--- src/rtl/pes_sqrt_pipe.sv ---
// Pipelined floor square root, one root bit per register stage, with sideband.
// No dependencies.
module pes_sqrt_pipe #(
	parameter int RAD_W  = 66,
	parameter int ROOT_W = 33,
	parameter int SB_W   = 1
) (
	input  logic              clk,
	input  logic              arst_n,
	input  logic              en,
	input  logic              in_valid,
	input  logic [RAD_W-1:0]  in_rad,
	input  logic [SB_W-1:0]   in_sb,
	output logic              out_valid,
	output logic [ROOT_W-1:0] out_root,
	output logic [SB_W-1:0]   out_sb
);
	localparam int RW = RAD_W + 1;

	logic              valid_s [ROOT_W+1];
	logic [RW-1:0]     rem_s   [ROOT_W+1];
	logic [ROOT_W-1:0] root_s  [ROOT_W+1];
	logic [SB_W-1:0]   sb_s    [ROOT_W+1];

	assign valid_s[0] = in_valid;
	assign rem_s[0]   = {1'b0, in_rad};
	assign root_s[0]  = '0;
	assign sb_s[0]    = in_sb;

	for (genvar i = 0; i < ROOT_W; i++) begin : g_stage
		localparam int B = ROOT_W - 1 - i;
		logic [RW-1:0] cand;
		logic          take;
		// (r + 2^B)^2 - r^2 = r*2^(B+1) + 2^(2B)
		assign cand = (RW'(root_s[i]) << (B + 1)) + (RW'(1) << (2 * B));
		assign take = rem_s[i] >= cand;

		always_ff @(posedge clk or negedge arst_n) begin
			if (!arst_n) begin
				valid_s[i+1] <= 1'b0;
			end else if (en) begin
				valid_s[i+1] <= valid_s[i];
			end
		end

		always_ff @(posedge clk) begin
			if (en) begin
				rem_s[i+1]  <= take ? rem_s[i] - cand : rem_s[i];
				root_s[i+1] <= take ? (root_s[i] | (ROOT_W'(1) << B)) : root_s[i];
				sb_s[i+1]   <= sb_s[i];
			end
		end
	end

	assign out_valid = valid_s[ROOT_W];
	assign out_root  = root_s[ROOT_W];
	assign out_sb    = sb_s[ROOT_W];
endmodule

--- config.mk ---
export PLATFORM = sky130hd
export DESIGN_NAME = pes_sqrt_pipe
export DESIGN_NICKNAME = d
export VERILOG_FILES = /design/src/rtl/pes_sqrt_pipe.sv
export SDC_FILE = /design/constraint.sdc
export NUM_CORES = 2
export LEC_CHECK = 0
export BUFFER_PORTS_ARGS = -buffer_cell sky130_fd_sc_hd__buf_2
export CORE_MARGIN = 4
export CORE_UTILIZATION = 64
export CTS_CLUSTER_DIAMETER = 200
export DETAILED_ROUTE_END_ITERATION = 10
export PLACE_DENSITY_LB_ADDON = 0.25
export SKIP_LAST_GASP = 1
export SYNTH_ARGS = -nofsm -noshare
export SYNTH_HDL_FRONTEND = slang
export SYNTH_SLANG_ARGS = --single-unit
export TNS_END_PERCENT = 100
--- constraint.sdc ---
create_clock -name clk -period 5 [get_ports clk]
set_input_delay 0.5 -clock clk [delete_from_list [all_inputs] [get_ports clk]]
set_output_delay 0.5 -clock clk [all_outputs]
set_load 0.01 [all_outputs]
==> results.json <==
{
  "status": "complete, no violations",
  "die_y_um": 461.7,
  "worst_pin_slew_ns": 1.346,
  "vias": 86040,
  "viasPerCell": 6.294,
  "fin_nets": 11420,
  "maxSlewHeadroom_pct": 8.979,
  "crit_type": "reg -> reg",
  "seq_area_um2": 83040,
  "tns_ns": 0,
  "synth_compound_area_share_pct": 9.166,
  "path_max_fanout": 21,
  "rsz0062_at_grt": "no",
  "power.leakage_nw": 55.44,
  "async_flop_share_pct": 1.191,
  "drt_first_pass_iters": 8,
  "wirelength_um": 325200,
  "yosys_register_bits": 2771,
  "hpwl_um": 233500,
  "clock_path_buffers": 4,
  "synth_edf_count": 2738,
  "multiInputGateArea_um2": 45180,
  "yosys-mux-area-fraction_pct": 1.009,
  "drive_above_1_share_pct": 7.768,
  "cp_data_arrival_time_ns": 5.28,
  "ys_seq_area_share_pct": 63.03,
  "fillCellCount": 13610,
  "ys_types": 95,
  "antenna_found_initial": 13,
  "cts_tree": "done",
  "fin_area_um2": 146300,
  "syn_avg_cell_area_um2": 12.68,
  "min_period_over_period_pct": 93.18,
  "cts-buffers-inserted": 303,
  "drtIter0Drc": 9094,
  "synth_nets": 11060,
  "hold_viol": 0,
  "gr-total-overflow": 0,
  "cts_hold_buf": 70,
  "cp-start-kind": "flip-flop",
  "initial_core_util_pct": 64.34,
  "fmax_mhz": 214.6,
  "grt_pass1_vias": 84250,
  "portBuffers": 105,
  "cts_resized": 0,
  "design.die.area_um2": 213200,
  "syn_area_um2": 131800,
  "root_buffer": "clkbuf_16",
  "maxSlewViolCount": 0,
  "syn_inst": 10390,
  "postCtsSetupRepairBufs": 0,
  "clock_skew_ns": 0.07909,
  "clk_pin_slew_ns": 0.06,
  "min_path_type": "in -> async",
  "gp_congestion": 0.9250,
  "insertion_delay_ns": 0.94,
  "peakVddDrop_mv": 0.4703,
  "place_area_um2": 135900,
  "track_usage_pct": 30.25,
  "clock-sinks": 2771,
  "drt_drc_violations_left": 0,
  "cap_violations": 0,
  "critPathRequiredTime_ns": 5.62,
  "die_x_um": 461.7,
  "min_period_ns": 4.659,
  "ios": 106,
  "grt_pass1_wl_um": 495300,
  "fp-row-count": 166,
  "core_area_um2": 204800,
  "h-tree-depth": 5,
  "postSynth.topFlopCell": "edfxtp_1",
  "synthToLayoutAreaGrowth_pct": 11.07,
  "finalSetupViolations": 0,
  "synth_fa_ha_area_share_pct": 5.603,
  "ant_nets": 0,
  "powerDensity_nw_per_um2": 467.1,
  "synthSimpleGateAreaFrac_pct": 11.99,
  "power_mw": 68.36,
  "grt_start_max_net_pins": 155,
  "wire_per_inst_um": 23.79,
  "synth_top_family_by_area": "simple AND/OR/NAND/NOR gates",
  "synth_warnings": 0,
  "synthXorXnorAreaFrac_pct": 6.455,
  "end_kind": "flip-flop"
}
kinds of logic (layout without fill, tap and decap cells):
| family | count (synthesis) | in the layout |
|---|---|---|
| other | 1 | 3 |
| buffers and inverters | 957 | 1544 |
| adders and majority gates | 590 | 590 |
| muxes | 119 | 119 |
| and+or+nand+nor | 3055 | 3055 |
| DFF | 2771 | 2771 |
| xor gates and xnor gates | 971 | 971 |
| AOI/OAI and AO/OA | 1930 | 1930 |
state kept, by name, indices dropped and copies added (netlist names):
| signal | count |
|---|---|
| root_s | 528 |
| sb_s | 32 |
| out_valid | 1 |
| out_sb | 1 |
| rem_s | 2144 |
| valid_s | 32 |
| out_root | 33 |
cell usage after synthesis, types with 22 or more instances:
library cell  instances  area (µm²)
a21oi_1             652        3263
edfxtp_1           2738       82220
a211oi_1             33       247.7
xnor2_1             501        4388
nor2_1              683        2564
clkbuf_1            201       754.5
o21a_1               98       735.7
and3_1               52       325.3
o211ai_1             33       247.7
nor2b_1              85       531.8
nor4_1              369        2308
or2_2                38       237.7
a31oi_1              50       312.8
or3_1               102       638.1
ha_1                590        7382
nand2_1             629        2361
nor4b_1              54       473.0
nor3_1              290        1451
nand3b_1             37       277.8
o21bai_1             55       412.9
and2_1               33       206.5
nand4_1             159       994.7
mux2_2              110        1239
nand2b_1            127       794.5
dfrtp_1              33       825.8
nand3_1             199       996.0
nand4b_1             22       192.7
a21o_1              265        1989
o21ai_0             441        2207
a21boi_0             22       165.2
o31ai_1              57       427.9
inv_1               733        2751
and4_1               23       201.4
xor2_1              470        4116
or4_1                87       653.1
final timing paths:
kind | from | end | slack (ns) | cells after the start
max reg2reg | root_s[491]$_DFFE_PP_ | rem_s[925]$_DFFE_PP_ | 0.34 | 14
min reg2reg | root_s[511]$_DFFE_PP_ | root_s[478]$_DFFE_PP_ | 0.39 | 0
min in group clk | en | root_s[460]$_DFFE_PP_ | 0.18 | 1
max in group asynchronous | arst_n | valid_s[3]$_DFFE_PN0P_ | 4.39 | 2
min | arst_n | valid_s[22]$_DFFE_PN0P_ | 0.16 | 2
max | root_s[491]$_DFFE_PP_ | rem_s[925]$_DFFE_PP_ | 0.34 | 14
through the flow:
| stage | cells | worst slack, ns | hold slack (ns) | util (%) |
|---|---|---|---|---|
| after floorplan | 10390 | 1.171 | 0.2044 | - |
| after global placement | 13070 | 0.5156 | 0.4008 | 66.38 |
| after detailed placement | 13070 | 0.5221 | 0.4052 | 66.38 |
| after CTS | 13670 | 0.4775 | 0.1138 | 71.46 |
| after global routing | 13670 | 0.0008900 | 0.1740 | 71.46 |
| final | 13670 | 0.3408 | 0.1633 | 71.46 |
cell usage in the layout (no fill, tap or decap), types with 311 or more instances in the layout:
| cell type | Yosys | final |
|---|---|---|
| ha_1 | 590 | 590 |
| inv_1 | 733 | 733 |
| nor4_1 | 369 | 368 |
| edfxtp_1 | 2738 | 2738 |
| clkbuf_16 | 0 | 311 |
| xnor2_1 | 501 | 501 |
| xor2_1 | 470 | 470 |
| nor2_1 | 683 | 683 |
| nand2_1 | 629 | 629 |
| o21ai_0 | 441 | 441 |
| a21oi_1 | 652 | 650 |
per-layer routing:
metal  share of wire, %  global-route usage, %  wire length [µm]  vias up
met5              0.026                      0                85        -
met4                2.3                  7.638              7606       12
met3                7.4                  5.530             24060      562
met2                 48                  49.77            156200     3199
met1                 42                  42.09            137200    42560
li1                   -                      -                 -    39710
final cells by class:
| type | count | area share, % |
|---|---|---|
| Sequential cell | 2771 | 56.75 |
| Multi-Input combinational cell | 6666 | 30.87 |
| Antenna cell | 2 | 0.003420 |
| Timing Repair Buffer | 281 | 1.554 |
| Clock buffer | 357 | 5.470 |
| Inverter | 736 | 1.893 |
| Tap cell | 2688 | 2.298 |
| Clock inverter | 170 | 1.160 |
report_power, final:
group	total, mW	internal [mW]	switching (mW)	leakage (nW)
Combinational	14.3	5.79	8.48	23.9
Clock	22.1	13.1	9.06	4.74
Sequential	32.0	29.4	2.53	26.8
critical path, stage by stage, from the launching register on:
cell and delay [ns]:
edfxtp_1 0.43, inv_1 0.07, ha_1 0.41, nand4_1 0.17, nor4b_1 0.50, buf_4 0.26, nand4_1 0.11, buf_4 0.19
nor4_1 0.61, or4b_2 0.25, nor2_1 0.06, and2_1 0.41, nor2_1 0.29, o211ai_1 0.16, xnor2_1 0.41
(Power assumes the default switching activity.)
